## config.mk

```make
export PLATFORM = sky130hd
export DESIGN_NAME = timed_event_queue
export DESIGN_NICKNAME = d
export VERILOG_FILES = /design/src/design/tq_pkg.sv /design/src/design/tq_ram.sv /design/src/design/tq_ctrl.sv /design/src/design/timed_event_queue.sv
export VERILOG_INCLUDE_DIRS = /design/src /design/src/design
export SDC_FILE = /design/constraint.sdc
export NUM_CORES = 2
export LEC_CHECK = 0
export ABC_AREA = 1
export ABC_CLOCK_PERIOD_IN_PS = 14700
export BUFFER_PORTS_ARGS = -buffer_cell sky130_fd_sc_hd__buf_2
export CAP_MARGIN = 5
export CORE_MARGIN = 3
export CORE_UTILIZATION = 40
export CTS_BUF_LIST = sky130_fd_sc_hd__clkbuf_2 sky130_fd_sc_hd__clkbuf_4 sky130_fd_sc_hd__clkbuf_8
export DETAILED_ROUTE_END_ITERATION = 12
export SETUP_SLACK_MARGIN = 0.5
export SYNTH_ARGS = -nofsm -noshare
export SYNTH_HDL_FRONTEND = slang
export SYNTH_SLANG_ARGS = --single-unit
```

## constraint.sdc

```tcl
create_clock -name clk -period 14.7 [get_ports clk]
set_input_delay 2.94 -clock clk [delete_from_list [all_inputs] [get_ports clk]]
set_output_delay 2.94 -clock clk [all_outputs]
set_load 0.1 [all_outputs]
```

## src/design/assert_macros.svh

```systemverilog
// Assertion helpers used by the tq_ctrl RTL.
`ifndef ASSERT_MACROS_SVH
`define ASSERT_MACROS_SVH

// Same-cycle implication, disabled during reset.
`define TQ_ASSERT_IMP(lbl, ante, cons, msg) \
	lbl: assert property (@(posedge clk) disable iff (!arst_n) (ante) |-> (cons)) \
		else $error(msg);

// Next-cycle implication, disabled during reset.
`define TQ_ASSERT_NXT(lbl, ante, cons, msg) \
	lbl: assert property (@(posedge clk) disable iff (!arst_n) (ante) |=> (cons)) \
		else $error(msg);

`endif

```

## src/design/tq_pkg.sv

```systemverilog
// ----------------------------------------------------------------------------
// tq_pkg
// Types, constants and helpers of the timed event queue.
// ----------------------------------------------------------------------------
package tq_pkg;

	localparam int TABLE_DEPTH = 32;
	localparam int PHASE_COUNT = 8;
	localparam int GROUP_COUNT = 8;
	localparam int IDX_W       = $clog2(TABLE_DEPTH);
	localparam int CNT_W       = IDX_W + 1;
	localparam logic [IDX_W-1:0] IDX_LAST  = IDX_W'(TABLE_DEPTH - 1);
	localparam logic [CNT_W-1:0] CNT_DEPTH = CNT_W'(TABLE_DEPTH);

	localparam logic [3:0] MODE_ADVANCE   = 4'd0;
	localparam logic [3:0] MODE_SCHEDULE  = 4'd1;
	localparam logic [3:0] MODE_RESCHED   = 4'd2;
	localparam logic [3:0] MODE_CANCEL_ID = 4'd3;
	localparam logic [3:0] MODE_CANCEL_GR = 4'd4;
	localparam logic [3:0] MODE_SET_PH    = 4'd5;
	localparam logic [3:0] MODE_ADD_PH    = 4'd6;
	localparam logic [3:0] MODE_REM_PH    = 4'd7;
	localparam logic [3:0] MODE_POP       = 4'd8;
	localparam logic [3:0] MODE_PEEK      = 4'd9;
	localparam logic [3:0] MODE_REPEAT    = 4'd10;
	localparam logic [3:0] MODE_PULL      = 4'd11;
	localparam logic [3:0] MODE_DELAY_GR  = 4'd12;
	localparam logic [3:0] MODE_DELAY_ID  = 4'd13;
	localparam logic [3:0] MODE_QUERY     = 4'd14;

	typedef struct packed {
		logic [31:0] due;
		logic [15:0] event_id;
		logic [7:0]  groups;
		logic [7:0]  phases;
	} tq_entry_t;

	localparam int ENTRY_W = $bits(tq_entry_t);

	typedef struct packed {
		logic [15:0] result_event;
		logic        found;
		logic [31:0] due_time_out;
		logic [31:0] clock_now;
		logic [7:0]  phase_mask_out;
		logic        table_empty;
		logic        status;
	} tq_result_t;

	function automatic logic [7:0] phase_bit(input logic [3:0] n);
		logic [7:0] r;
		r = '0;
		if (n >= 4'd1 && n <= 4'(PHASE_COUNT))
			r = 8'(1) << (n - 4'd1);
		return r;
	endfunction

	function automatic logic [7:0] group_bit(input logic [3:0] n);
		logic [7:0] r;
		r = '0;
		if (n >= 4'd1 && n <= 4'(GROUP_COUNT))
			r = 8'(1) << (n - 4'd1);
		return r;
	endfunction

endpackage

```

## src/design/tq_ram.sv

```systemverilog
// ----------------------------------------------------------------------------
// tq_ram
// Generic single-write, single-read RAM with registered read data.
// ----------------------------------------------------------------------------
module tq_ram #(
	parameter int WIDTH = 64,
	parameter int DEPTH = 32
) (
	input  logic                     clk,
	input  logic                     we,
	input  logic [$clog2(DEPTH)-1:0] waddr,
	input  logic [WIDTH-1:0]         wdata,
	input  logic [$clog2(DEPTH)-1:0] raddr,
	output logic [WIDTH-1:0]         rdata
);

	logic [WIDTH-1:0] mem_q [DEPTH];

	always_ff @(posedge clk) begin
		if (we)
			mem_q[waddr] <= wdata;
		rdata <= mem_q[raddr];
	end

endmodule

```

## src/design/tq_ctrl.sv

```systemverilog
// ----------------------------------------------------------------------------
// tq_ctrl
// Sequencer and shared scan unit: walks the entry RAM one entry a cycle for
// minimum, match, mark and collision passes, and carries out each operation.
// ----------------------------------------------------------------------------
`include "assert_macros.svh"

module tq_ctrl (
	input  logic                clk,
	input  logic                arst_n,
	input  logic                start,
	input  logic [3:0]          mode,
	input  logic [15:0]         event_id,
	input  logic [31:0]         time_value,
	input  logic [3:0]          group_number,
	input  logic [3:0]          phase_number,
	output logic                idle,
	output logic                res_valid,
	input  logic                res_take,
	output tq_pkg::tq_result_t  res
);

	localparam logic [2:0] S_IDLE  = 3'd0;
	localparam logic [2:0] S_SCAN  = 3'd1;
	localparam logic [2:0] S_POST  = 3'd2;
	localparam logic [2:0] S_WRITE = 3'd3;
	localparam logic [2:0] S_DONE  = 3'd4;

	localparam logic [2:0] SC_MIN     = 3'd0;
	localparam logic [2:0] SC_MINID   = 3'd1;
	localparam logic [2:0] SC_MINMARK = 3'd2;
	localparam logic [2:0] SC_CANC_ID = 3'd3;
	localparam logic [2:0] SC_CANC_GR = 3'd4;
	localparam logic [2:0] SC_MARK    = 3'd5;
	localparam logic [2:0] SC_PROBE   = 3'd6;

	logic [2:0]  state_q, scan_q;
	logic [tq_pkg::TABLE_DEPTH-1:0] valid_q, mark_q;
	logic [31:0] clock_q, limit_q, tv_q;
	logic [7:0]  phase_q, gm_q;
	logic [3:0]  mode_q;
	logic [15:0] id_q;

	logic [tq_pkg::CNT_W-1:0] iss_q;
	logic                     rvalid_s1;
	logic [tq_pkg::IDX_W-1:0] ridx_s1;

	tq_pkg::tq_entry_t        ins_q;
	logic [tq_pkg::IDX_W-1:0] slot_q;
	logic                     free_found_q, dirty_q;

	logic                     min_found_q;
	logic [tq_pkg::IDX_W-1:0] min_idx_q;
	tq_pkg::tq_entry_t        min_q;

	logic [15:0] res_event_q;
	logic [31:0] due_out_q;
	logic        found_q, status_q;

	logic [tq_pkg::ENTRY_W-1:0] rdata;
	tq_pkg::tq_entry_t          rd;
	logic                       ram_we;
	logic                       cand, better, hit, scan_last, drop;

	assign rd        = tq_pkg::tq_entry_t'(rdata);
	assign ram_we    = (state_q == S_WRITE);
	assign scan_last = rvalid_s1 && (ridx_s1 == tq_pkg::IDX_LAST);
	assign better    = !min_found_q || (rd.due < min_q.due);
	assign hit       = (mode_q == tq_pkg::MODE_DELAY_ID) ? (rd.event_id == id_q)
	                                                     : ((rd.groups & gm_q) != 8'd0);
	assign drop      = (phase_q != 8'd0) && (min_q.phases != 8'd0) &&
	                   ((min_q.phases & phase_q) == 8'd0);

	always_comb begin
		case (scan_q)
			SC_MIN:     cand = valid_q[ridx_s1];
			SC_MINID:   cand = valid_q[ridx_s1] && (rd.event_id == id_q);
			SC_MINMARK: cand = mark_q[ridx_s1];
			default:    cand = 1'b0;
		endcase
	end

	tq_ram #(
		.WIDTH(tq_pkg::ENTRY_W),
		.DEPTH(tq_pkg::TABLE_DEPTH)
	) u_ram (
		.clk  (clk),
		.we   (ram_we),
		.waddr(slot_q),
		.wdata(ins_q),
		.raddr(iss_q[tq_pkg::IDX_W-1:0]),
		.rdata(rdata)
	);

	always_ff @(posedge clk or negedge arst_n) begin
		if (!arst_n) begin
			state_q      <= S_IDLE;
			scan_q       <= SC_MIN;
			valid_q      <= '0;
			mark_q       <= '0;
			clock_q      <= '0;
			phase_q      <= '0;
			iss_q        <= '0;
			rvalid_s1    <= 1'b0;
			free_found_q <= 1'b0;
			dirty_q      <= 1'b0;
			min_found_q  <= 1'b0;
		end else begin
			unique case (state_q)
				S_IDLE: begin
					if (start) begin
						mode_q      <= mode;
						id_q        <= event_id;
						tv_q        <= time_value;
						gm_q        <= tq_pkg::group_bit(group_number);
						limit_q     <= clock_q + time_value;
						ins_q       <= '{due: clock_q + time_value, event_id: event_id,
						                 groups: tq_pkg::group_bit(group_number),
						                 phases: tq_pkg::phase_bit(phase_number)};
						res_event_q <= '0;
						found_q     <= 1'b0;
						due_out_q   <= '0;
						status_q    <= 1'b0;
						iss_q       <= '0;
						min_found_q <= 1'b0;
						dirty_q     <= 1'b0;
						free_found_q <= 1'b0;
						state_q     <= S_SCAN;
						case (mode)
							tq_pkg::MODE_ADVANCE: begin
								clock_q <= clock_q + time_value;
								state_q <= S_DONE;
							end
							tq_pkg::MODE_SCHEDULE: scan_q <= SC_PROBE;
							tq_pkg::MODE_RESCHED, tq_pkg::MODE_CANCEL_ID: scan_q <= SC_CANC_ID;
							tq_pkg::MODE_CANCEL_GR: scan_q <= SC_CANC_GR;
							tq_pkg::MODE_SET_PH: begin
								if (phase_number == 4'd0)
									phase_q <= '0;
								else if (phase_number <= 4'(tq_pkg::PHASE_COUNT))
									phase_q <= tq_pkg::phase_bit(phase_number);
								state_q <= S_DONE;
							end
							tq_pkg::MODE_ADD_PH: begin
								phase_q <= phase_q | tq_pkg::phase_bit(phase_number);
								state_q <= S_DONE;
							end
							tq_pkg::MODE_REM_PH: begin
								phase_q <= phase_q & ~tq_pkg::phase_bit(phase_number);
								state_q <= S_DONE;
							end
							tq_pkg::MODE_POP, tq_pkg::MODE_PEEK, tq_pkg::MODE_REPEAT:
								scan_q <= SC_MIN;
							tq_pkg::MODE_PULL: begin
								clock_q <= (time_value < clock_q) ? clock_q - time_value : '0;
								state_q <= S_DONE;
							end
							tq_pkg::MODE_DELAY_GR, tq_pkg::MODE_DELAY_ID: scan_q <= SC_MARK;
							tq_pkg::MODE_QUERY: scan_q <= SC_MINID;
							default: state_q <= S_DONE;
						endcase
					end
				end
				S_SCAN: begin
					if (iss_q < tq_pkg::CNT_DEPTH) begin
						rvalid_s1 <= 1'b1;
						ridx_s1   <= iss_q[tq_pkg::IDX_W-1:0];
						iss_q     <= iss_q + 1'b1;
					end else begin
						rvalid_s1 <= 1'b0;
					end
					if (rvalid_s1) begin
						if (cand && better) begin
							min_found_q <= 1'b1;
							min_idx_q   <= ridx_s1;
							min_q       <= rd;
						end
						case (scan_q)
							SC_CANC_ID:
								if (rd.event_id == id_q)
									valid_q[ridx_s1] <= 1'b0;
							SC_CANC_GR:
								if ((rd.groups & gm_q) != 8'd0)
									valid_q[ridx_s1] <= 1'b0;
							SC_MARK:
								mark_q[ridx_s1] <= valid_q[ridx_s1] && (rd.due < limit_q) && hit;
							SC_PROBE: begin
								if (!valid_q[ridx_s1]) begin
									if (!free_found_q) begin
										free_found_q <= 1'b1;
										slot_q       <= ridx_s1;
									end
								end else if (rd.due == ins_q.due) begin
									// collision: bump and force another clean pass
									ins_q.due <= ins_q.due + 32'd1;
									dirty_q   <= 1'b1;
								end
							end
							default: ;
						endcase
					end
					if (scan_last)
						state_q <= S_POST;
				end
				S_POST: begin
					iss_q        <= '0;
					min_found_q  <= 1'b0;
					dirty_q      <= 1'b0;
					free_found_q <= 1'b0;
					state_q      <= S_SCAN;
					case (scan_q)
						SC_CANC_ID:
							if (mode_q == tq_pkg::MODE_RESCHED)
								scan_q <= SC_PROBE;
							else
								state_q <= S_DONE;
						SC_PROBE: begin
							if (!free_found_q) begin
								status_q <= 1'b1;
								state_q  <= S_DONE;
							end else if (!dirty_q) begin
								state_q <= S_WRITE;
							end
						end
						SC_MIN: begin
							if (mode_q == tq_pkg::MODE_REPEAT) begin
								if (min_found_q) begin
									valid_q[min_idx_q] <= 1'b0;
									ins_q     <= min_q;
									ins_q.due <= clock_q + tv_q;
									scan_q    <= SC_PROBE;
								end else begin
									state_q <= S_DONE;
								end
							end else if (!min_found_q || min_q.due > clock_q) begin
								state_q <= S_DONE;
							end else if (drop) begin
								valid_q[min_idx_q] <= 1'b0;
							end else begin
								res_event_q <= min_q.event_id;
								found_q     <= 1'b1;
								if (mode_q == tq_pkg::MODE_POP)
									valid_q[min_idx_q] <= 1'b0;
								state_q <= S_DONE;
							end
						end
						SC_MINID: begin
							found_q   <= min_found_q;
							due_out_q <= min_found_q ? min_q.due : '0;
							state_q   <= S_DONE;
						end
						SC_MARK: scan_q <= SC_MINMARK;
						SC_MINMARK: begin
							if (min_found_q) begin
								mark_q[min_idx_q]  <= 1'b0;
								valid_q[min_idx_q] <= 1'b0;
								ins_q     <= min_q;
								ins_q.due <= min_q.due + tv_q;
								scan_q    <= SC_PROBE;
							end else begin
								state_q <= S_DONE;
							end
						end
						default: state_q <= S_DONE;
					endcase
				end
				S_WRITE: begin
					valid_q[slot_q] <= 1'b1;
					if (mode_q == tq_pkg::MODE_DELAY_GR || mode_q == tq_pkg::MODE_DELAY_ID) begin
						iss_q       <= '0;
						min_found_q <= 1'b0;
						scan_q      <= SC_MINMARK;
						state_q     <= S_SCAN;
					end else begin
						state_q <= S_DONE;
					end
				end
				S_DONE: begin
					if (res_take)
						state_q <= S_IDLE;
				end
				default: state_q <= S_IDLE;
			endcase
		end
	end

	assign idle      = (state_q == S_IDLE);
	assign res_valid = (state_q == S_DONE);

	always_comb begin
		res.result_event   = res_event_q;
		res.found          = found_q;
		res.due_time_out   = due_out_q;
		res.clock_now      = clock_q;
		res.phase_mask_out = phase_q;
		res.table_empty    = (valid_q == '0);
		res.status         = status_q;
	end

	`TQ_ASSERT_IMP(a_write_free_slot, ram_we, !valid_q[slot_q], "insert overwrote a live entry")
	`TQ_ASSERT_NXT(a_start_busy, start && idle, !idle, "accepted beat did not start work")
	`TQ_ASSERT_NXT(a_done_hold, res_valid && !res_take, res_valid, "result dropped before taken")

endmodule

```

## src/design/timed_event_queue.sv

```systemverilog
// ----------------------------------------------------------------------------
// timed_event_queue
// Timed event queue with phase mask: 32-entry table, clock and phase state.
// ----------------------------------------------------------------------------
// Each beat is one operation and yields one result beat. Clock and phase
// operations go straight from the idle state to the done state. Every table
// operation runs full passes over the entry RAM, one entry read per cycle:
// cancel and query take one pass, pop and peek one pass plus one per
// dropped inactive entry, schedule one pass plus one more for every pass that
// bumped the due time, and a write step, reschedule a cancel pass ahead of
// that, repeat one minimum pass plus, if it finds an entry, the schedule passes,
// and delay one mark pass plus, for each moved entry, a minimum pass and an
// insert, plus a last minimum pass that finds nothing. in_ready is high only
// while the sequencer is idle; a finished result sits in the output register
// so the next beat can be taken while it waits.
module timed_event_queue (
	input  logic        clk,
	input  logic        arst_n,
	input  logic        in_valid,
	output logic        in_ready,
	input  logic [3:0]  mode,
	input  logic [15:0] event_id,
	input  logic [31:0] time_value,
	input  logic [3:0]  group_number,
	input  logic [3:0]  phase_number,
	output logic        out_valid,
	input  logic        out_ready,
	output logic [15:0] result_event,
	output logic        found,
	output logic [31:0] due_time_out,
	output logic [31:0] clock_now,
	output logic [7:0]  phase_mask_out,
	output logic        table_empty,
	output logic        status
);

	logic               idle, res_valid, res_take;
	tq_pkg::tq_result_t res, out_q;
	logic               out_valid_q;

	assign in_ready = idle;
	assign res_take = res_valid && (!out_valid_q || out_ready);

	tq_ctrl u_ctrl (
		.clk         (clk),
		.arst_n      (arst_n),
		.start       (in_valid && in_ready),
		.mode        (mode),
		.event_id    (event_id),
		.time_value  (time_value),
		.group_number(group_number),
		.phase_number(phase_number),
		.idle        (idle),
		.res_valid   (res_valid),
		.res_take    (res_take),
		.res         (res)
	);

	always_ff @(posedge clk or negedge arst_n) begin
		if (!arst_n) begin
			out_valid_q <= 1'b0;
		end else if (res_take) begin
			out_valid_q <= 1'b1;
		end else if (out_ready) begin
			out_valid_q <= 1'b0;
		end
	end

	always_ff @(posedge clk) begin
		if (res_take)
			out_q <= res;
	end

	assign out_valid      = out_valid_q;
	assign result_event   = out_q.result_event;
	assign found          = out_q.found;
	assign due_time_out   = out_q.due_time_out;
	assign clock_now      = out_q.clock_now;
	assign phase_mask_out = out_q.phase_mask_out;
	assign table_empty    = out_q.table_empty;
	assign status         = out_q.status;

endmodule
```

==> impl_metrics.ini <==
[global_routing]
antenna_found_initial = 11
track_usage = 0.252
grt_max_degree = 228
grt_pass1_wl_mm = 531
grt_pass1_vias = 75238
overflow = 0

[synth]
synth_seq_area_share = 0.693
async_reset_ff_frac = 0.0464
synth_fa_ha_area_frac = 0.0221
synth_nets = 9788
synth_top_family_by_area = compound AO/OA/AOI/OAI gates
synth_seq_cells = 2609
syn_avg_cell_area_um2 = 11.7
netlist_top_cells_area = edfxtp_1, o21ai_0, nor2_1
synth-xor-area-share = 0.00709
synth_area_um2 = 111000
yosysWarnings = 0
synthMuxAreaShare = 0
synth_compound_area_frac = 0.127
synthSimpleGateAreaFrac = 0.113
yosys.area.top_type = edfxtp_1
syn_inst = 9529
synthDistinctLibCells = 64
dominantRegCellSynth = edfxtp_1
synth_top_area_frac = 0.654
synth_edf_count = 2424

[place]
place_hpwl_mm = 216
place.gp.congestion = 0.964
placed_area_um2 = 116000
portBuffers = 156
place_ws_ns = 8.67

[clocking]
htree_levels = 5
hold_buffers = 0
clkSinkCount = 2609
cts_buffers = 416
cts_root_buf = clkbuf_8
path_clk_slew_ns = 0.07
max-clock-path-buffers = 4
cts_resized = 0
post-cts-setup-buffers = 0
cts_tree = yes
clock_latency_ns = 1.03

[final_layout]
final_cell_mix = edfxtp_1, nor2_1, o21ai_0
finalInstanceArea_um2 = 125000
finalNetCount = 10008
final_common_cell = edfxtp_1
drive_above_1_share = 0.111
area_growth_syn_to_layout_pct = 12.3

[sta]
setup_viol = 0
rsz0062_at_grt = false
fmax_mhz = 184
worst_hold_slack_ns = 0.413
tightest_slew_ns = 1.35
setup_slack_ns = 9.28
final-hold-violation-count = 0
slew_violations = 0
fin_skew_ns = 0.0813
finalSetupTns_ns = 0
post-route-period-util = 0.369
period_needed_ns = 5.42
maxSlewHeadroom = 0.0983

[floorplan]
num_rows = 192
die_area_um2 = 284000
core_region_area_um2 = 275000
pin_count = 157
fp.dieH_um = 533
start_util = 0.404
die_x_um = 533

[flow_run]
drv_cap = 0

[worst_setup_path]
required_ns = 11.76
rr_endpoint = u_ctrl.min_q[21]$_DFFE_PP_
cp_slowest_cell = buf_2
crit_type = reg2out
crit_path_end_kind = primary output
path_buf_inv = 2
max_stage_delay_ns = 0.52
crit_chain = inv_2 -> nand2_1 -> nor2_1 -> buf_2
r2r_slack_ns = 9.54
cp.depth = 4
r2r_start = u_ctrl.ridx_s1[1]$_DFFE_PP_
arrival_ns = 2.48
start_kind = flop
crit_fanout = 5
reg2reg_depth = 10
path_delay_family = buffers and inverters

[pwr]
irDropWorstVdd_uv = 164
power.leakage_nw = 43.5
totalPowerFinal_mw = 24.2
power_density_nw_per_um2 = 193

[min_path]
hold_class = reg2reg
hold_depth = 0
min_from = u_ctrl.u_ram.rdata[3]$_DFF_P_
min_to = u_ctrl.min_q[3]$_DFFE_PP_

[status]
outcome = finished clean

[route]
num_vias = 80058
drt_iter0_markers = 11180
drc = 0
dr.pass1.iters = 7
ant_nets = 0
finalWirelength_mm = 374
wl_per_cell_um = 27.1
vias_per_cell = 5.81
[state kept, by name, indices dropped and copies added (netlist names), 5 cells and up]
signal,cells
clock_now,32
u_ctrl.iss_q,6
u_ctrl.slot_q,5
phase_mask_out,8
u_ctrl.min_q,64
u_ctrl.gm_q,8
u_ctrl.tv_q,32
u_ctrl.due_out_q,32
u_ctrl.id_q,16
u_ctrl.clock_q,32
u_ctrl.mark_q,32
u_ctrl.valid_q,32
result_event,16
u_ctrl.ins_q,64
due_time_out,32
u_ctrl.u_ram.mem_q,2048
u_ctrl.limit_q,32
u_ctrl.res_event_q,16
u_ctrl.min_idx_q,5
u_ctrl.phase_q,8
u_ctrl.u_ram.rdata,64
u_ctrl.ridx_s1,5
[where the power goes]
group          switching (mW)  total [mW]  internal (mW)
Combinational            5.73        7.75           2.01
Sequential              0.729        9.98           9.25
Clock                    2.94        6.44           3.50
Total                    9.40        24.2           14.8
[layer usage]
layer  up-vias  global-route usage  wire (um)  part of all wire
met2      4261               0.389     169000              0.45
met1     40034               0.358     154000              0.41
met5         -                   0         39           0.00010
li1      35044                   -          -                 -
met3       713              0.0421      35700             0.095
met4         6              0.0964      14700             0.039
[final cells by class]
cell class	count	area, um2
inverters	554	2110
well taps	3686	4610
clock inverters	164	1230
fillers	24967	150000
diodes	7	17.5
repair buffers	329	2250
flip-flops and latches	2609	77100
multi-input cells	5839	30200
clock buffers	600	7340
[Yosys cell counts (11+ instances only)]
master / count
or2_2: 24
dfxtp_1: 64
o21ai_0: 1311
o21ai_1: 34
nor4_1: 27
a21o_1: 15
o211ai_1: 47
o21bai_1: 11
clkbuf_1: 397
ha_1: 192
inv_1: 543
o221ai_1: 174
o21a_1: 33
buf_2: 77
edfxtp_1: 2424
nor2_1: 1539
nor3_1: 77
o22ai_1: 368
xor2_1: 62
nand2_1: 1015
a21oi_1: 302
a31oi_1: 86
nand3_1: 296
xnor2_1: 28
nand4_1: 62
dfrtp_1: 121
buf_1: 36
a211oi_1: 26
[metrics by stage]
stage,std cells,util
final,13788,0.454
after global routing,13784,0.454
after CTS,13779,0.454
after detailed placement,13015,0.423
after global placement,13015,0.423
after floorplan,9529,-
[worst reg2reg max path: stages (launching register included)]
cell and delay (ns):
edfxtp_1 0.51, nor2_2 0.49, clkinv_1 0.74, o22ai_1 0.41, o21ai_0 0.19, nand4_1 0.22
o21ai_0 0.24, nand2_1 0.20, nand2_1 0.11, a21oi_4 0.74, buf_4 0.82
[worst max path at each step]
| stage | start | end | slack (ns) |
|---|---|---|---|
| floorplan | in_valid | u_ctrl.gm_q[0]$_DFFE_PP_ | 7.18 |
| global placement | time_value[16] | u_ctrl.clock_q[24]$_DFFE_PN0P_ | 8.56 |
| detailed placement | time_value[16] | u_ctrl.clock_q[11]$_DFFE_PN0P_ | 8.67 |
| CTS | u_ctrl.state_q[2]$_DFFE_PN0P_ | in_ready | 9.25 |
| global route | u_ctrl.state_q[2]$_DFFE_PN0P_ | in_ready | 9.20 |
| finish | u_ctrl.state_q[2]$_DFFE_PN0P_ | in_ready | 9.28 |
[kinds of logic (layout without fill, tap and decap cells)]
| group | count (synthesis) | in the layout |
|---|---|---|
| and+or+nand+nor | 3083 | 3083 |
| DFF | 2609 | 2609 |
| AOI/OAI and AO/OA | 2471 | 2471 |
| buffers and inverters | 1081 | 1647 |
| adders and majority gates | 195 | 195 |
| xor gates and xnor gates | 90 | 90 |
| other | 0 | 7 |
Power figures use the tool's default switching activity.
